===== config.mk =====
export PLATFORM = sky130hd
export DESIGN_NAME = triangle_grid_binner_unit
export DESIGN_NICKNAME = d
export VERILOG_FILES = /design/src/rtl/core/tgb_pkg.sv /design/src/rtl/core/triangle_grid_binner_unit.sv /design/src/rtl/core/tgb_ctrl.sv /design/src/rtl/core/tgb_dp.sv
export SDC_FILE = /design/constraint.sdc
export NUM_CORES = 1
export LEC_CHECK = 0
export ABC_AREA = 1
export BUFFER_PORTS_ARGS = -buffer_cell sky130_fd_sc_hd__buf_2
export CAP_MARGIN = 20
export CORE_MARGIN = 5
export CORE_UTILIZATION = 30
export CTS_CLUSTER_DIAMETER = 60
export DETAILED_ROUTE_END_ITERATION = 6
export SLEW_MARGIN = 20
export SYNTH_ARGS = -nofsm -noshare
export SYNTH_HDL_FRONTEND = slang
export SYNTH_HIERARCHICAL = 1
export SYNTH_SLANG_ARGS = --single-unit
export TNS_END_PERCENT = 5

===== constraint.sdc =====
create_clock -name aclk -period 18.97 [get_ports aclk]
set_input_delay 3.794 -clock aclk [delete_from_list [all_inputs] [get_ports aclk]]
set_output_delay 3.794 -clock aclk [all_outputs]
set_load 0.005 [all_outputs]

===== src/rtl/core/tgb_pkg.sv =====
package tgb_pkg;

    localparam int COORD_W = 32;
    localparam int TAG_W   = 24;
    localparam int CELL_W  = 16;
    localparam int ZS_W    = 24;
    localparam int GRID_W  = 9;

    localparam logic [ZS_W-1:0]   ZONE_SIZE_RESET = 24'd128000;
    localparam logic [GRID_W-1:0] GRID_RESET      = 9'd1;

    // Configuration register indexes.
    typedef enum logic [1:0] {
        REG_ZONE_SIZE  = 2'd0,
        REG_GRID_WIDTH = 2'd1,
        REG_GRID_DEPTH = 2'd2
    } reg_index_t;

    // Which bounding-box bound goes through the divider.
    typedef enum logic [1:0] {
        SEL_X_MIN = 2'd0,
        SEL_X_MAX = 2'd1,
        SEL_Z_MIN = 2'd2,
        SEL_Z_MAX = 2'd3
    } sel_t;

    typedef enum logic [2:0] {
        ST_IDLE,
        ST_DLOAD,
        ST_DITER,
        ST_CLAMP,
        ST_MULT,
        ST_START,
        ST_EMIT
    } state_t;

    typedef struct packed {
        logic capture;
        logic load;
        logic step;
        logic clamp;
        logic mult;
        logic start;
        logic emit;
        sel_t sel;
    } cmd_t;

    typedef struct packed {
        logic div_skip;
        logic div_last;
        logic empty;
        logic out_free;
        logic cell_last;
    } status_t;

endpackage


===== src/rtl/core/triangle_grid_binner_unit.sv =====
// Triangle grid binner. One transfer on the s_ channel carries a triangle
// (three X/Z vertices and a polygon index); the m_ channel then returns one
// transfer per grid cell covered by the triangle's bounding box, x cells in
// the outer order and z cells in the inner order, with m_tlast on the final
// pair and m_tuser set on that pair when the cell cap cut the list short.
// A triangle that covers no cell in the grid returns nothing.
// Each bound is divided by the zone size in a shared restoring divider: a
// load step sets it up, then it produces one quotient bit per cycle (9 bits
// with the default grid limits) unless the bound is negative or its quotient
// would overflow the quotient width. A triangle passes through the accept
// state, the divider, the clamp, multiply and start states, and then emits
// one pair per cycle while the output register is free to take it.
// The next triangle is taken as soon as the last pair sits in the output
// register, even while the receiver has not yet taken it. When m_tready is
// low the output register holds its pair and the cell walk waits.
// Reset (aresetn low, synchronous) empties the output register, returns the
// controller to idle and loads the register defaults: zone size 500.0,
// grid width and depth of one cell. The registers are read live by the
// divider and the cell walk, so they must be written only while idle.
module triangle_grid_binner_unit #(
    parameter int MAX_GRID_X = 256,
    parameter int MAX_GRID_Z = 256,
    parameter int MAX_CELLS  = 64
) (
    input  logic         aclk,
    input  logic         aresetn,
    // Configuration write port.
    input  logic         cfg_wen,
    input  logic [1:0]   cfg_addr,
    input  logic [23:0]  cfg_wdata,
    // Triangle input channel.
    input  logic         s_tvalid,
    output logic         s_tready,
    // s_tdata from bit 0: a_x[31:0], a_z, b_x, b_z, c_x, c_z, poly_id[23:0].
    input  logic [215:0] s_tdata,
    // Cell/polygon pair output channel.
    output logic         m_tvalid,
    input  logic         m_tready,
    // m_tdata from bit 0: cell_index[15:0], poly_tag[23:0].
    output logic [39:0]  m_tdata,
    output logic         m_tlast,
    // m_tuser: truncated.
    output logic         m_tuser
);

    logic [tgb_pkg::ZS_W-1:0]   zone_size_reg, zone_size_next;
    logic [tgb_pkg::GRID_W-1:0] grid_width_reg, grid_width_next;
    logic [tgb_pkg::GRID_W-1:0] grid_depth_reg, grid_depth_next;

    tgb_pkg::cmd_t    cmd;
    tgb_pkg::status_t status;

    logic [tgb_pkg::CELL_W-1:0] cell_index;
    logic [tgb_pkg::TAG_W-1:0]  poly_tag;

    // Register writes. An index with no register behind it is dropped.
    always_comb begin
        zone_size_next  = zone_size_reg;
        grid_width_next = grid_width_reg;
        grid_depth_next = grid_depth_reg;
        if (cfg_wen) begin
            unique case (cfg_addr)
                tgb_pkg::REG_ZONE_SIZE:  zone_size_next  = cfg_wdata;
                tgb_pkg::REG_GRID_WIDTH: grid_width_next = cfg_wdata[tgb_pkg::GRID_W-1:0];
                tgb_pkg::REG_GRID_DEPTH: grid_depth_next = cfg_wdata[tgb_pkg::GRID_W-1:0];
                default: begin
                end
            endcase
        end
    end

    always_ff @(posedge aclk) begin
        if (!aresetn) begin
            zone_size_reg  <= tgb_pkg::ZONE_SIZE_RESET;
            grid_width_reg <= tgb_pkg::GRID_RESET;
            grid_depth_reg <= tgb_pkg::GRID_RESET;
        end else begin
            zone_size_reg  <= zone_size_next;
            grid_width_reg <= grid_width_next;
            grid_depth_reg <= grid_depth_next;
        end
    end

    // The controller sequences the divider and the cell walk.
    tgb_ctrl u_ctrl (
        .aclk     (aclk),
        .aresetn  (aresetn),
        .s_tvalid (s_tvalid),
        .in_ready (s_tready),
        .status   (status),
        .cmd      (cmd)
    );

    // The datapath holds the bounding box, the divider, the cell counters and
    // the output register.
    tgb_dp #(
        .MAX_GRID_X (MAX_GRID_X),
        .MAX_GRID_Z (MAX_GRID_Z),
        .MAX_CELLS  (MAX_CELLS)
    ) u_dp (
        .aclk       (aclk),
        .aresetn    (aresetn),
        .cmd        (cmd),
        .status     (status),
        .a_x        (s_tdata[31:0]),
        .a_z        (s_tdata[63:32]),
        .b_x        (s_tdata[95:64]),
        .b_z        (s_tdata[127:96]),
        .c_x        (s_tdata[159:128]),
        .c_z        (s_tdata[191:160]),
        .poly_id    (s_tdata[215:192]),
        .zone_size  (zone_size_reg),
        .grid_width (grid_width_reg),
        .grid_depth (grid_depth_reg),
        .cell_index (cell_index),
        .poly_tag   (poly_tag),
        .last       (m_tlast),
        .truncated  (m_tuser),
        .out_valid  (m_tvalid),
        .out_ready  (m_tready)
    );

    assign m_tdata = {poly_tag, cell_index};

endmodule


===== src/rtl/core/tgb_ctrl.sv =====
module tgb_ctrl (
    input  logic               aclk,
    input  logic               aresetn,
    input  logic               s_tvalid,
    output logic               in_ready,
    input  tgb_pkg::status_t   status,
    output tgb_pkg::cmd_t      cmd
);

    tgb_pkg::state_t state_reg, state_next;
    tgb_pkg::sel_t   sel_reg, sel_next;
    tgb_pkg::sel_t   sel_inc;

    always_ff @(posedge aclk) begin
        if (!aresetn) begin
            state_reg <= tgb_pkg::ST_IDLE;
            sel_reg   <= tgb_pkg::SEL_X_MIN;
        end else begin
            state_reg <= state_next;
            sel_reg   <= sel_next;
        end
    end

    always_comb begin
        unique case (sel_reg)
            tgb_pkg::SEL_X_MIN: sel_inc = tgb_pkg::SEL_X_MAX;
            tgb_pkg::SEL_X_MAX: sel_inc = tgb_pkg::SEL_Z_MIN;
            tgb_pkg::SEL_Z_MIN: sel_inc = tgb_pkg::SEL_Z_MAX;
            default:            sel_inc = tgb_pkg::SEL_X_MIN;
        endcase
    end

    always_comb begin
        state_next  = state_reg;
        sel_next    = sel_reg;
        in_ready    = 1'b0;
        cmd         = '0;
        cmd.sel     = sel_reg;
        unique case (state_reg)
            tgb_pkg::ST_IDLE: begin
                in_ready = 1'b1;
                if (s_tvalid) begin
                    cmd.capture = 1'b1;
                    sel_next    = tgb_pkg::SEL_X_MIN;
                    state_next  = tgb_pkg::ST_DLOAD;
                end
            end
            tgb_pkg::ST_DLOAD: begin
                cmd.load = 1'b1;
                if (status.div_skip) begin
                    if (sel_reg == tgb_pkg::SEL_Z_MAX) begin
                        state_next = tgb_pkg::ST_CLAMP;
                    end else begin
                        sel_next = sel_inc;
                    end
                end else begin
                    state_next = tgb_pkg::ST_DITER;
                end
            end
            tgb_pkg::ST_DITER: begin
                cmd.step = 1'b1;
                if (status.div_last) begin
                    if (sel_reg == tgb_pkg::SEL_Z_MAX) begin
                        state_next = tgb_pkg::ST_CLAMP;
                    end else begin
                        sel_next   = sel_inc;
                        state_next = tgb_pkg::ST_DLOAD;
                    end
                end
            end
            tgb_pkg::ST_CLAMP: begin
                cmd.clamp  = 1'b1;
                state_next = status.empty ? tgb_pkg::ST_IDLE : tgb_pkg::ST_MULT;
            end
            tgb_pkg::ST_MULT: begin
                cmd.mult   = 1'b1;
                state_next = tgb_pkg::ST_START;
            end
            tgb_pkg::ST_START: begin
                cmd.start  = 1'b1;
                state_next = tgb_pkg::ST_EMIT;
            end
            tgb_pkg::ST_EMIT: begin
                if (status.out_free) begin
                    cmd.emit = 1'b1;
                    if (status.cell_last) begin
                        state_next = tgb_pkg::ST_IDLE;
                    end
                end
            end
            default: begin
                state_next = tgb_pkg::ST_IDLE;
            end
        endcase
    end

    a_emit_free: assert property (@(posedge aclk) disable iff (!aresetn)
        cmd.emit |-> status.out_free)
        else $error("cell emitted while the output register was occupied");

    a_last_idle: assert property (@(posedge aclk) disable iff (!aresetn)
        (cmd.emit && status.cell_last) |=> (state_reg == tgb_pkg::ST_IDLE))
        else $error("controller did not return to idle after the final cell");

    a_capture: assert property (@(posedge aclk) disable iff (!aresetn)
        cmd.capture |=> (state_reg == tgb_pkg::ST_DLOAD && sel_reg == tgb_pkg::SEL_X_MIN))
        else $error("division sequence did not start at the lower X bound");

endmodule


===== src/rtl/core/tgb_dp.sv =====
module tgb_dp #(
    parameter int MAX_GRID_X = 256,
    parameter int MAX_GRID_Z = 256,
    parameter int MAX_CELLS  = 64
) (
    input  logic                                  aclk,
    input  logic                                  aresetn,
    input  tgb_pkg::cmd_t                         cmd,
    output tgb_pkg::status_t                      status,
    input  logic signed [tgb_pkg::COORD_W-1:0]    a_x,
    input  logic signed [tgb_pkg::COORD_W-1:0]    a_z,
    input  logic signed [tgb_pkg::COORD_W-1:0]    b_x,
    input  logic signed [tgb_pkg::COORD_W-1:0]    b_z,
    input  logic signed [tgb_pkg::COORD_W-1:0]    c_x,
    input  logic signed [tgb_pkg::COORD_W-1:0]    c_z,
    input  logic        [tgb_pkg::TAG_W-1:0]      poly_id,
    input  logic        [tgb_pkg::ZS_W-1:0]       zone_size,
    input  logic        [tgb_pkg::GRID_W-1:0]     grid_width,
    input  logic        [tgb_pkg::GRID_W-1:0]     grid_depth,
    output logic        [tgb_pkg::CELL_W-1:0]     cell_index,
    output logic        [tgb_pkg::TAG_W-1:0]      poly_tag,
    output logic                                  last,
    output logic                                  truncated,
    output logic                                  out_valid,
    input  logic                                  out_ready
);

    localparam int MAXG = (MAX_GRID_X > MAX_GRID_Z) ? MAX_GRID_X : MAX_GRID_Z;
    localparam int QW   = $clog2(MAXG + 1);
    localparam int CW   = (QW > tgb_pkg::GRID_W) ? QW : tgb_pkg::GRID_W;
    localparam int IW   = $clog2(QW + 1);
    localparam int NW   = $clog2(MAX_CELLS + 1);
    localparam int PW   = 2 * QW;
    localparam int CO   = tgb_pkg::COORD_W;
    localparam int ZW   = tgb_pkg::ZS_W;
    localparam int XW   = tgb_pkg::CELL_W;

    // Bounding box.
    logic signed [CO-1:0] xmin_reg, xmax_reg, zmin_reg, zmax_reg;
    logic signed [CO-1:0] xmin_next, xmax_next, zmin_next, zmax_next;
    logic [tgb_pkg::TAG_W-1:0] tag_reg, tag_next;

    // Divider.
    logic [ZW-1:0] rem_reg, rem_next;
    logic [QW-1:0] sh_reg, sh_next;
    logic [QW-1:0] q_reg, q_next;
    logic [IW-1:0] cnt_reg, cnt_next;

    // Cell ranges.
    logic [QW-1:0] x1_reg, x2_reg, z1_reg, z2_reg;
    logic [QW-1:0] x1_next, x2_next, z1_next, z2_next;
    logic          x2neg_reg, z2neg_reg, x2neg_next, z2neg_next;
    logic [QW-1:0] x2c_reg, z2c_reg, x2c_next, z2c_next;

    // Cell walk.
    logic [XW-1:0] prod_reg, prod_next;
    logic [XW-1:0] col_reg, col_next;
    logic [XW-1:0] idx_reg, idx_next;
    logic [QW-1:0] xx_reg, zz_reg, xx_next, zz_next;
    logic [NW-1:0] n_reg, n_next;

    // Output register.
    logic [XW-1:0]             cell_index_reg, cell_index_next;
    logic [tgb_pkg::TAG_W-1:0] poly_tag_reg, poly_tag_next;
    logic                      last_reg, last_next;
    logic                      truncated_reg, truncated_next;
    logic                      out_valid_reg, out_valid_next;

    // Combinational terms.
    logic signed [CO-1:0] ax_lo, ax_hi, az_lo, az_hi;
    logic [ZW-1:0]        zs;
    logic signed [CO-1:0] v;
    logic [CO:0]          neg_sum;
    logic                 q_neg;
    logic [CO-2:0]        v_high;
    logic                 v_sat;
    logic                 skip;
    logic [QW-1:0]        load_q;
    logic [ZW:0]          trial, trial_diff;
    logic                 trial_ge;
    logic [QW-1:0]        q_step;
    logic                 div_last;
    logic                 q_write;
    logic [QW-1:0]        q_value;
    logic [CW-1:0]        gw_ext, gd_ext;
    logic [QW-1:0]        gw_eff, gd_eff, gw_m1, gd_m1;
    logic [QW-1:0]        x2_clamp, z2_clamp;
    logic [PW-1:0]        prod_full;
    logic                 rect_last, cap_last, cell_last, out_free;

    assign zs = (zone_size == '0) ? ZW'(1) : zone_size;

    always_comb begin
        ax_lo = (b_x < a_x) ? b_x : a_x;
        ax_lo = (c_x < ax_lo) ? c_x : ax_lo;
        ax_hi = (b_x > a_x) ? b_x : a_x;
        ax_hi = (c_x > ax_hi) ? c_x : ax_hi;
        az_lo = (b_z < a_z) ? b_z : a_z;
        az_lo = (c_z < az_lo) ? c_z : az_lo;
        az_hi = (b_z > a_z) ? b_z : a_z;
        az_hi = (c_z > az_hi) ? c_z : az_hi;
    end

    // A negative bound gives quotient zero; an upper bound at or below minus the
    // zone size is flagged negative. A positive bound whose quotient would not
    // fit in QW bits saturates to all ones, which lies beyond any grid edge.
    always_comb begin
        unique case (cmd.sel)
            tgb_pkg::SEL_X_MIN: v = xmin_reg;
            tgb_pkg::SEL_X_MAX: v = xmax_reg;
            tgb_pkg::SEL_Z_MIN: v = zmin_reg;
            default:            v = zmax_reg;
        endcase
        neg_sum = {v[CO-1], v} + {{(CO+1-ZW){1'b0}}, zs};
        q_neg   = neg_sum[CO] || (neg_sum == '0);
        v_high  = v[CO-2:0] >> QW;
        v_sat   = v_high >= (CO-1)'(zs);
        skip    = v[CO-1] || v_sat;
        load_q  = v[CO-1] ? '0 : '1;
    end

    always_comb begin
        trial      = {rem_reg, sh_reg[QW-1]};
        trial_diff = trial - {1'b0, zs};
        trial_ge   = trial >= {1'b0, zs};
        q_step     = QW'({q_reg, trial_ge});
        div_last   = (cnt_reg == '0);
        q_write    = (cmd.load && skip) || (cmd.step && div_last);
        q_value    = cmd.load ? load_q : q_step;
    end

    always_comb begin
        gw_ext   = CW'(grid_width);
        gd_ext   = CW'(grid_depth);
        gw_eff   = QW'((gw_ext > CW'(MAX_GRID_X)) ? CW'(MAX_GRID_X) : gw_ext);
        gd_eff   = QW'((gd_ext > CW'(MAX_GRID_Z)) ? CW'(MAX_GRID_Z) : gd_ext);
        gw_m1    = gw_eff - QW'(1);
        gd_m1    = gd_eff - QW'(1);
        x2_clamp = (x2_reg > gw_m1) ? gw_m1 : x2_reg;
        z2_clamp = (z2_reg > gd_m1) ? gd_m1 : z2_reg;
    end

    assign prod_full = PW'(z1_reg) * PW'(gw_eff);

    always_comb begin
        rect_last = (xx_reg == x2c_reg) && (zz_reg == z2c_reg);
        cap_last  = (n_reg == NW'(MAX_CELLS - 1));
        cell_last = rect_last || cap_last;
        out_free  = !out_valid_reg || out_ready;
    end

    always_comb begin
        status.div_skip  = skip;
        status.div_last  = div_last;
        status.empty     = (gw_eff == '0) || (gd_eff == '0) || x2neg_reg || z2neg_reg
                           || (x1_reg > x2_clamp) || (z1_reg > z2_clamp);
        status.out_free  = out_free;
        status.cell_last = cell_last;
    end

    always_comb begin
        xmin_next  = xmin_reg;
        xmax_next  = xmax_reg;
        zmin_next  = zmin_reg;
        zmax_next  = zmax_reg;
        tag_next   = tag_reg;
        rem_next   = rem_reg;
        sh_next    = sh_reg;
        q_next     = q_reg;
        cnt_next   = cnt_reg;
        x1_next    = x1_reg;
        x2_next    = x2_reg;
        z1_next    = z1_reg;
        z2_next    = z2_reg;
        x2neg_next = x2neg_reg;
        z2neg_next = z2neg_reg;
        x2c_next   = x2c_reg;
        z2c_next   = z2c_reg;
        prod_next  = prod_reg;
        col_next   = col_reg;
        idx_next   = idx_reg;
        xx_next    = xx_reg;
        zz_next    = zz_reg;
        n_next     = n_reg;
        cell_index_next = cell_index_reg;
        poly_tag_next   = poly_tag_reg;
        last_next       = last_reg;
        truncated_next  = truncated_reg;
        out_valid_next  = out_valid_reg && !out_ready;

        if (cmd.capture) begin
            xmin_next = ax_lo;
            xmax_next = ax_hi;
            zmin_next = az_lo;
            zmax_next = az_hi;
            tag_next  = poly_id;
        end

        if (cmd.load) begin
            rem_next = ZW'(v_high);
            sh_next  = v[QW-1:0];
            q_next   = '0;
            cnt_next = IW'(QW - 1);
            if (cmd.sel == tgb_pkg::SEL_X_MAX) begin
                x2neg_next = v[CO-1] && q_neg;
            end
            if (cmd.sel == tgb_pkg::SEL_Z_MAX) begin
                z2neg_next = v[CO-1] && q_neg;
            end
        end

        if (cmd.step) begin
            rem_next = trial_ge ? trial_diff[ZW-1:0] : trial[ZW-1:0];
            sh_next  = sh_reg << 1;
            q_next   = q_step;
            cnt_next = cnt_reg - IW'(1);
        end

        if (q_write) begin
            unique case (cmd.sel)
                tgb_pkg::SEL_X_MIN: x1_next = q_value;
                tgb_pkg::SEL_X_MAX: x2_next = q_value;
                tgb_pkg::SEL_Z_MIN: z1_next = q_value;
                default:            z2_next = q_value;
            endcase
        end

        if (cmd.clamp) begin
            x2c_next = x2_clamp;
            z2c_next = z2_clamp;
        end

        if (cmd.mult) begin
            prod_next = XW'(prod_full);
        end

        if (cmd.start) begin
            col_next = prod_reg + XW'(x1_reg);
            idx_next = prod_reg + XW'(x1_reg);
            xx_next  = x1_reg;
            zz_next  = z1_reg;
            n_next   = '0;
        end

        if (cmd.emit) begin
            cell_index_next = idx_reg;
            poly_tag_next   = tag_reg;
            last_next       = cell_last;
            truncated_next  = cap_last && !rect_last;
            out_valid_next  = 1'b1;
            n_next          = n_reg + NW'(1);
            if (zz_reg == z2c_reg) begin
                zz_next  = z1_reg;
                xx_next  = xx_reg + QW'(1);
                col_next = col_reg + XW'(1);
                idx_next = col_reg + XW'(1);
            end else begin
                zz_next  = zz_reg + QW'(1);
                idx_next = idx_reg + XW'(gw_eff);
            end
        end
    end

    always_ff @(posedge aclk) begin
        if (!aresetn) begin
            out_valid_reg <= 1'b0;
        end else begin
            out_valid_reg <= out_valid_next;
        end
    end

    always_ff @(posedge aclk) begin
        xmin_reg  <= xmin_next;
        xmax_reg  <= xmax_next;
        zmin_reg  <= zmin_next;
        zmax_reg  <= zmax_next;
        tag_reg   <= tag_next;
        rem_reg   <= rem_next;
        sh_reg    <= sh_next;
        q_reg     <= q_next;
        cnt_reg   <= cnt_next;
        x1_reg    <= x1_next;
        x2_reg    <= x2_next;
        z1_reg    <= z1_next;
        z2_reg    <= z2_next;
        x2neg_reg <= x2neg_next;
        z2neg_reg <= z2neg_next;
        x2c_reg   <= x2c_next;
        z2c_reg   <= z2c_next;
        prod_reg  <= prod_next;
        col_reg   <= col_next;
        idx_reg   <= idx_next;
        xx_reg    <= xx_next;
        zz_reg    <= zz_next;
        n_reg     <= n_next;
        cell_index_reg <= cell_index_next;
        poly_tag_reg   <= poly_tag_next;
        last_reg       <= last_next;
        truncated_reg  <= truncated_next;
    end

    assign cell_index = cell_index_reg;
    assign poly_tag   = poly_tag_reg;
    assign last       = last_reg;
    assign truncated  = truncated_reg;
    assign out_valid  = out_valid_reg;

    a_trunc_on_last: assert property (@(posedge aclk) disable iff (!aresetn)
        (out_valid_reg && truncated_reg) |-> last_reg)
        else $error("truncation flag set on a pair that is not the final one");

endmodule

Word level (Yosys, flattened, before mapping)
Index checks and enable logic that the tools add are counted.

storage, ports and cells
  bits in registers = 416
  output and inout bits = 44
  word-level logic and storage cells = 190

operators by class
  $add $sub $neg = 11
  multipliers = 1
  magnitude comparators = 16
  equal/unequal tests = 20
  multiplexer cells = 65
  bitwise operators = 1
  reduce and logical (&&, ||, !) cells = 42

operators with widths
  kind                                              number
  two-way mux 32 bit                                8
  > comparator 32 bit                               4
  less-than comparator 32 bit                       4
  two-way mux 9 bit                                 14
  two-way mux 16 bit                                6
  two-way mux 24 bit                                4
  case mux 32 bit (3 select lines)                  1
  > comparator 9 bit                                4
  adder 32 x 25 -> 33 bit                           1
  zero test 33 bit                                  1
  adder 16 x 9 -> 16 bit                            2
  greater-or-equal comparator 25 x 24 -> 1 bit      1
  greater-or-equal comparator 22 x 24 -> 1 bit      1
  zero test 24 bit                                  1
  subtractor 24 bit                                 1
  two-way mux 3 bit                                 7
  case mux 3 bit (7 select lines)                   1
  adder 9 x 1 -> 9 bit, second input constant       2
  equality test 9 bit                               2
  > comparator 9 bit, second input constant         2
  zero test 9 bit                                   2
  AND reduction 2 bit                               9
  subtractor 9 x 1 -> 9 bit, second input constant  2
  adder 16 x 1 -> 16 bit, second input constant     1
  other kinds (30)                                  75

Depth between registers and ports, before layout
Gate-level depths: netlist of run 1.

  depth after elaboration = 10
  mapped depth = 35
  gate-level depth less buffers = 33

Hierarchy
Netlist of run 1, hierarchy kept.

by module, submodules not included
  module                     times used  cells each  area each (µm²)  seq. area each (µm²)
  tgb_dp                     1           3614        29607.1          10810.4
  triangle_grid_binner_unit  1           258         1789.2           840.8
  tgb_ctrl                   1           71          471.7            100.1

Worst setup path after synthesis of run 1
No wires, ideal clock.

  path type = input port to flip-flop
  start point = in s_tvalid
  end point = reg u_dp/tag_reg[0] (netlist bit), enable pin
  arrival = 10.105 ns
  path slack = 8.200 ns
  cell stages on the path = 2
  path buffers = 0
  cell sequence = inv_1 nor2_1

RTL lines
  what                    RTL line                         text
  start: declaration      triangle_grid_binner_unit.sv:32  input logic s_tvalid,
  end signal: assignment  tgb_dp.sv:277                    tag_reg <= tag_next;
  end: declaration        tgb_dp.sv:41                     logic [tgb_pkg::TAG_W-1:0] tag_reg, tag_next;

Worst setup path after layout of run 1
  start point = in s_tdata[59]
  end point = reg u_dp.zmin_reg[21], data pin

between the ends
  cells in the longest elaborated chain, start to end = 4

ends and longest elaborated chain
  what                         RTL line                         text
  start: declaration           triangle_grid_binner_unit.sv:35  input logic [215:0] s_tdata,
  less-than comparator 32 bit  tgb_dp.sv:98                     az_lo = (b_z < a_z) ? b_z : a_z;
  two-way mux 32 bit *         tgb_dp.sv:98
  less-than comparator 32 bit  tgb_dp.sv:99                     az_lo = (c_z < az_lo) ? c_z : az_lo;
  two-way mux 32 bit *         tgb_dp.sv:99
  via u_dp.az_lo[21]           tgb_dp.sv:70                     logic signed [CO-1:0] ax_lo, ax_hi, az_lo, az_hi;
  end signal: assignment       tgb_dp.sv:275                    zmin_reg <= zmin_next;
  end: declaration             tgb_dp.sv:39                     logic signed [CO-1:0] xmin_reg, xmax_reg, zmin_reg, zmax_reg;

The timed path passes the listed nets; every way through them passes the cells marked *.
A chain may end at the register's enable or synchronous reset.

==> results of run 1 <==
-- layout by cell type (no fill, tap or decap), types with 6 or more instances in the layout --
master,n
nor2_1,268
xor2_1,90
fa_1,53
nor4_1,18
o21bai_1,7
nand3_2,7
clkinvlp_4,7
nand2_2,9
or2_2,17
nor3_1,28
clkbuf_1,8
o22ai_1,6
a21o_1,8
edfxtp_1,342
o21ai_1,9
inv_2,6
clkbuf_16,54
bufinv_16,8
ha_1,357
buf_2,290
o21a_1,11
a211oi_1,12
buf_4,23
nand4_1,48
nand2_1,853
clkinv_1,14
nand2_4,7
o211ai_1,19
o21ai_0,383
inv_1,488
nand3_1,287
clkinv_2,7
a21oi_1,262
xnor2_1,31
dfxtp_1,74
nor2_2,9
a21boi_0,7
a31oi_1,10
-- through the flow --
stage                     power (uW)  setup slack, ps
after global placement          3190             9620
final                           4280            10040
after detailed placement        3220             9510
after CTS                       4310            10130
after floorplan                 2720             8200
after global routing            4610             9520
-- kinds of logic (layout without fill, tap and decap cells) --
group	count (synthesis)	in the layout
compound gates	760	760
xor+xnor	121	121
fa+ha+maj	410	410
buf+inv	658	917
flops	416	416
mux	4	4
other cells	0	5
simple gates	1574	1574
-- cell type report --
| cell class | count | area (sq um) |
|---|---|---|
| timing repair buffer | 313 | 1620 |
| sequential | 416 | 11800 |
| fill | 11056 | 69000 |
| antenna | 5 | 12.5 |
| tap | 1391 | 1740 |
| clock inverter | 38 | 474 |
| clock buffer | 62 | 1380 |
| multi-input combinational | 2869 | 17500 |
| inverter | 504 | 1890 |
-- where the power goes --
group / switching, uW / leakage, uW / internal, uW / total [uW]
clock: 425 / 0.000885 / 639 / 1060
combinational: 1200 / 0.0121 / 591 / 1790
sequential: 123 / 0.00379 / 1300 / 1430
total: 1750 / 0.0168 / 2530 / 4280
-- Yosys cell counts (7+ instances only) --
library cell / number / area [sq um]
nand2_1: 855 / 3210
o21ai_1: 9 / 45.0
a21o_1: 8 / 60.1
o211ai_1: 19 / 143
edfxtp_1: 342 / 10300
nand3_1: 287 / 1440
or2_2: 17 / 106
a211oi_1: 12 / 90.1
o21bai_1: 7 / 52.6
buf_4: 10 / 75.1
buf_6: 12 / 135
nor2_1: 270 / 1010
a21boi_0: 7 / 52.6
dfxtp_1: 74 / 1480
a31oi_1: 10 / 62.6
xnor2_1: 31 / 272
nor4_1: 18 / 113
a21oi_1: 262 / 1310
clkinv_1: 10 / 37.5
nand2_2: 8 / 50.1
o21ai_0: 383 / 1920
xor2_1: 90 / 788
nor2_2: 8 / 50.1
inv_1: 488 / 1830
nand4_1: 48 / 300
nand3_2: 7 / 70.1
buf_2: 29 / 145
nor3_1: 31 / 155
o21a_1: 11 / 82.6
ha_1: 357 / 4470
clkbuf_1: 97 / 364
fa_1: 53 / 1060
-- how the worst max path moves through the flow --
stage	startpoint	endpoint	slack [ps]	cells after the start
2_1_floorplan	s_tvalid	u_dp/tag_reg[0]	8200	2
3_3_place_gp	s_tdata[59]	u_dp/zmin_reg[6]	9620	26
3_5_place_dp	s_tdata[59]	u_dp/zmin_reg[12]	9510	26
4_1_cts	s_tdata[59]	u_dp/zmin_reg[21]	10130	26
5_1_grt	s_tdata[59]	u_dp/zmin_reg[0]	9520	26
6_report	s_tdata[59]	u_dp/zmin_reg[21]	10040	26
-- layer usage --
layer,track usage (%),vias up,share of wire [%]
li1,-,13758,-
met1,19.6,12876,40
met2,31.5,721,51
met3,2.35,165,4.6
met4,5.85,6,3.7
met5,0,-,0.029
==> run metrics, run 1 <==
outcome=finished clean; post-synthesis simple-gate area fraction=21.1%; Pwr per Cell Area=118 nW/um^2; Adder-Cell Fraction of Synth Area=17.3%; Endpoint, Worst Hold=u_dp/poly_tag[21]; clock slew at reported path FFs=60 ps; worst skew pair latency=630 ps; Vias=27.5k; final setup fails=0; number of global-route vias before repair=26.6k; Core Util, Final=34.5%; syn nets=4600; Post CTS Setup Buffer Count=0; largest family of logic cells by synthesized area=simple AND/OR/NAND/NOR gates; global-route wire length before repair=150000 microns; EDFF count, synth=342; worst r2r src=grid_width_reg[8]; min Tclk post-route=8930 ps; Crit Path Category=input pin to flop; Antenna Violating Nets Remaining=0; Final Hold Fails=0; Ys Warns=6; Synth Instances=3943; fin cells=5598; post-synthesis sequential area ratio=36.9%; initial DRC count=1751; Reg-to-Reg End=u_dp/prod_reg[15]; worst vdd ir=0.0621 mV; Syn-to-layout area delta=14.2%; placed cells=5493; Yosys cell types=67; drt wl/cell=17.5 microns; post-synthesis sequential element count=416; Synth Area in Compound Gates=12.9%; critical path peak fanout=32; drt pass-1 iters=5; io pins=291; final worst-path cycle share=47.1%; R2R cell count=26; Worst-Margin Slew=1030 ps; fmax=112 MHz; hold_buf cts=0; full die area=113000 sq um; Top FF cell, synth=edfxtp_1; IO Port Bufs=290; critical path's top delay family=simple AND/OR/NAND/NOR gates; XOR/XNOR share of the synthesized area=3.33%; hold depth=0; GP Congestion=0.915; GRT overflow=0; Max clock buf depth=3; Num CTS Buffers=54; R2R Setup Slk=12730 ps; cts repair resizes=0; FFs w/ async S/R, synth=0%; max cap viols=0; Relative slew margins=31.5%; Avg Vias per Cell=4.92; routed wire length=98200 microns; htree depth=2; initial antenna violation count=11; Worst EP arrival=9260 ps; startpoint types=input pin; hold_sp=u_dp/tag_reg[21]; CP required=19300 ps; CTS tree=yes; DP Area=34500 sq um; worst stage delay on the critical path=680 ps; drt drc=0; Site Rows=119; TNS Setup=0 ps; root buffer cell=clkbuf_16; hold slack final=414 ps; Final #Nets=4815; Setup Skew=55.2 ps; mux cell area share after synthesis=0.126%; largest net degree at the start of global routing=77; layout cells sized above 1=11.3%; starting density of the core=30.2%; TritonCTS sink count=416; total track usage=16.8%; HP Class=flop to flop; slowest stage cell, crit path=nand3_2; Die Y=336 microns; fin. max-slew vios=0; post-DP HPWL=78800 microns; critical path's most frequent cell=nand2_1; crit end category=flop; RSZ-0062 raised after global routing=false; leakage power=0.0168 uW; Buf+Inv Stages, Crit Path=5; Core ar.=105000 sq um; synthesized area per cell=8.08 sq um; Syn Std Cell Area=31900 sq um; cell area after layout=36400 sq um; die width=336 microns
(Power assumes the default switching activity.)
==> run 2, diff against run 1 <==
clock period = 7.5 ns   (was 18.97 ns; I/O delays follow)
==> run 2 against run 1 <==
  * Routed wire length up 1.9%
  * Cell count up 0.11%
  * Highest routed layer unchanged
  * Design area down 0.12%
  * Clock power up 140%
  * Via count about the same
  * First-iteration DRC count down 0.40%
==> run metrics, run 2 (synthesized netlist as in run 1, its figures left out) <==
outcome=finished clean; Vias=27.5k; fin cells=5604; crit end category=flop; Relative slew margins=38.2%; drt drc=0; HP Class=flop to flop; Max clock buf depth=3; Crit Path Category=input pin to flop; most frequent cells in the layout=nand2_1, inv_1, o21ai_0; fin. max-slew vios=0; clock slew at reported path FFs=50 ps; min Tclk post-route=6440 ps; leakage power=0.0167 uW; root buffer cell=clkbuf_16; final worst-path cycle share=85.9%; Worst-Margin Slew=924 ps; global-route wire length before repair=152000 microns; worst vdd ir=0.205 mV; Post CTS Setup Buffer Count=0; io pins=291; drt pass-1 iters=6; cts repair resizes=0; critical path's most frequent cell=nand2_1; Core ar.=105000 sq um; Antenna Violating Nets Remaining=0; worst stage delay on the critical path=670 ps; starting density of the core=30.2%; Worst EP arrival=6770 ps; CTS tree=yes; IO Port Bufs=290; Die Y=336 microns; Num CTS Buffers=51; hold_buf cts=0; Syn-to-layout area delta=14.1%; TritonCTS sink count=416; routed wire length=100000 microns; hold slack final=417 ps; GRT overflow=0; drt wl/cell=17.8 microns; Setup Skew=30.0 ps; post-DP HPWL=80100 microns; layout cells sized above 1=11.1%; initial DRC count=1744; total track usage=17.1%; Site Rows=119; initial antenna violation count=19; Core Util, Final=34.5%; TNS Setup=0 ps; Avg Vias per Cell=4.91; slowest stage cell, crit path=inv_1; Final #Nets=4818; placed cells=5498; max cap viols=0; worst skew pair latency=610 ps; startpoint types=input pin; die width=336 microns; GP Congestion=0.914; fmax=155 MHz; most common cell after layout, fill and taps aside=nand2_1; largest net degree at the start of global routing=129; Tot Pwr=10700 uW; final setup fails=0; Pwr per Cell Area=295 nW/um^2; RSZ-0062 raised after global routing=false; number of global-route vias before repair=26.9k; full die area=113000 sq um; critical path peak fanout=32; htree depth=2; Final Hold Fails=0; CP required=7830 ps
## run 2: changes by cell type in the layout (fill, tap and decap cells not counted), sizes merged
cell,change
clkinvlp,-5
clkinv,-1
buf,+6
diode,+7
clkbuf,+3
inv,-4
## run 2: final timing paths
kind                     start           endpoint  slack (ps)  cells after the start
max                s_tdata[59]   u_dp/zmin_reg[8]        1060                     25
min           u_dp/tag_reg[10]  u_dp/poly_tag[10]         420                      0
max reg2reg  grid_width_reg[8]  u_dp/prod_reg[15]        1450                     27
min reg2reg   u_dp/tag_reg[10]  u_dp/poly_tag[10]         420                      0
## run 2: power by group
group	leakage, uW	total, uW	internal [uW]	switching (uW)
Clock	0.000828	2550	1540	1010
Sequential	0.00379	3610	3300	316
Combinational	0.0121	4580	1520	3060
Total	0.0167	10700	6350	4390
## run 2: metrics by stage
stage	setup slack (ps)	cell area, sq um
after global placement	492	34600
after floorplan	683	31900
after detailed placement	458	34600
after global routing	563	36300
final	1060	36400
after CTS	1070	36300
## run 2: layout make-up
type                            instances  area [sq um]
Antenna cell                           12          30.0
Tap cell                             1391          1740
Clock inverter                         28           368
Fill cell                           11079         69100
Sequential cell                       416         11800
Multi-Input combinational cell       2869         17500
Timing Repair Buffer                  319          1710
Inverter                              504          1890
Clock buffer                           65          1340
## run 2: critical path: cells and delay by family
kind / cells / cell delay, ps
and+or+nand+nor: 12 / 2310
AOI/OAI and AO/OA: 7 / 1460
buffers and inverters: 4 / 880
adders and majority gates: 2 / 590
## run 2: layer usage
layer	up-vias	share of wire (%)	global-route usage [%]
met1	12819	41	20.4
li1	13792	-	-
met3	187	4.6	2.25
met4	8	3.9	6.21
met2	719	51	31.5
met5	-	0.051	0
==> run 3, diff against run 2 <==
CORE_UTILIZATION = 56   (was 30)
PLACE_DENSITY = 0.79   (was default)
==> run 3 against run 2 <==
  * Clock power decreased by 5%
  * Design area decreased by 2.5%
  * Power decreased by 1.5%
  * Cell count decreased by 12%
  * Flip-flop and latch count unchanged
  * Hold slack got worse by 5.9 ps
  * Sequential power decreased by 1%
  * Combinational power about the same
  * Critical endpoint is now u_dp/zmin_reg[30]
  * Worst setup slack improved by 140 ps
  * Critical path depth decreased by 1
  * Global-route usage increased by 11 points
  * Non-clock buffer count decreased by 1
==> run metrics, run 3 (synthesized netlist as in run 1, its figures left out) <==
outcome=finished clean; max cap viols=0; RSZ-0062 raised after global routing=false; leakage power=0.0167 uW; IO Port Bufs=290; placed cells=4863; drt wl/cell=18.0 microns; Die Y=249 microns; hold depth=0; sequential share of power=33.7%; critical path peak fanout=24; min Tclk post-route=6300 ps; most common cell after layout, fill and taps aside=nand2_1; number of global-route vias before repair=26.9k; starting density of the core=56.5%; drt pass-1 iters=5; Tot Pwr=10600 uW; Core ar.=56400 sq um; largest net degree at the start of global routing=129; full die area=61800 sq um; post-DP HPWL=69600 microns; root buffer cell=clkbuf_16; worst skew pair latency=590 ps; Core Util, Final=62.9%; hold_buf cts=0; initial antenna violation count=6; crit end category=flop; TNS Setup=0 ps; Site Rows=87; Relative slew margins=33.6%; R2R cell count=27; Post CTS Setup Buffer Count=0; R2R Setup Slk=1480 ps; drt drc=0; Num CTS Buffers=50; Antenna Violating Nets Remaining=0; Avg Vias per Cell=5.65; Post-Place Setup Slack=759 ps; startpoint types=input pin; clock power share=23.0%; Pwr per Cell Area=298 nW/um^2; layout cells sized above 1=11.1%; initial DRC count=2489; CP required=7830 ps; total track usage=27.7%; htree depth=2; Crit Path Category=input pin to flop; Worst-Margin Slew=996 ps; hold_sp=u_dp/tag_reg[8]; final worst slack=1200 ps; worst vdd ir=0.297 mV; Max clock buf depth=3; io pins=291; final worst-path cycle share=84.0%; fin cells=4959; final setup fails=0; HP Class=flop to flop; GRT overflow=0; combinational share of power=43.3%; cts repair resizes=0; Final #Nets=4816; Pint=6250 uW; routed wire length=89100 microns; Final Hold Fails=0; global-route wire length before repair=141000 microns; GP Congestion=0.976; CTS tree=yes; most frequent cells in the layout=nand2_1, inv_1, o21ai_0; Reg-to-Reg End=u_dp/prod_reg[15]; die width=249 microns; Endpoint, Worst Hold=u_dp/poly_tag[8]; Worst EP arrival=6630 ps; sw power=4330 uW; Syn-to-layout area delta=11.3%; worst r2r src=grid_width_reg[8]; fin. max-slew vios=0; Setup Skew=14.4 ps; clock slew at reported path FFs=60 ps; TritonCTS sink count=416; sw frac=40.9%; fmax=159 MHz; Vias=28.0k
run 3: metrics by stage:
step | instance area (sq um) | hold slack (ps)
2_1_floorplan | 31900 | 400
6_report | 35500 | 411
3_3_place_gp | 33800 | 401
5_1_grt | 35500 | 418
4_1_cts | 35400 | 413
3_5_place_dp | 33800 | 405
run 3: area by class of cell:
| cell class | count | area (sq um) |
|---|---|---|
| fill | 4893 | 20900 |
| multi-input combinational | 2869 | 17500 |
| sequential | 416 | 11800 |
| inverter | 504 | 1890 |
| timing repair buffer | 318 | 1670 |
| clock buffer | 58 | 1280 |
| tap | 756 | 946 |
| clock inverter | 35 | 379 |
| antenna | 3 | 7.51 |
run 3: layer usage:
layer / vias up / GRT usage (%) / part of all wire [%]
li1: 13785 / - / -
met1: 12825 / 33.9 / 39
met2: 1161 / 47.9 / 48
met3: 256 / 5.31 / 7.7
met4: 10 / 11.7 / 4.8
met5: - / 0 / 0.056
run 3: how the worst max path moves through the flow:
stage / startpoint / endpoint / cells past startpoint
after floorplan: m_tready / u_dp/idx_reg[0] / 9
after global placement: s_tdata[51] / u_dp/zmin_reg[22] / 27
after detailed placement: s_tdata[51] / u_dp/zmin_reg[30] / 27
after CTS: s_tdata[51] / u_dp/zmin_reg[30] / 27
after global routing: s_tdata[51] / u_dp/zmin_reg[15] / 27
final: s_tdata[51] / u_dp/zmin_reg[30] / 24
run 3: power groups by stage:
stage          clock network (uW)  registers (uW)  logic, uW
2_1_floorplan                   0            3510       3340
3_3_place_gp                    0            3600       4390
3_5_place_dp                    0            3610       4480
4_1_cts                      2480            3570       4520
5_1_grt                      2580            3610       5140
6_report                     2430            3570       4580
run 3: critical path, stage by stage:
cell     delay (ps)
buf_2            80
inv_1            60
ha_1            310
a21oi_1         280
nand2_1         110
nand2_1          70
nand2_1          70
a21oi_1         240
nand2_1         110
nand2_1         100
nand2_1         170
inv_1           450
buf_4           350
o21ai_0         260
ha_1            480
nand4_1         170
or3_1           160
a21oi_1          60
or4_1           390
a21oi_1         330
nand3_2         350
buf_4           340
nand3_1         100
nand2_1          70
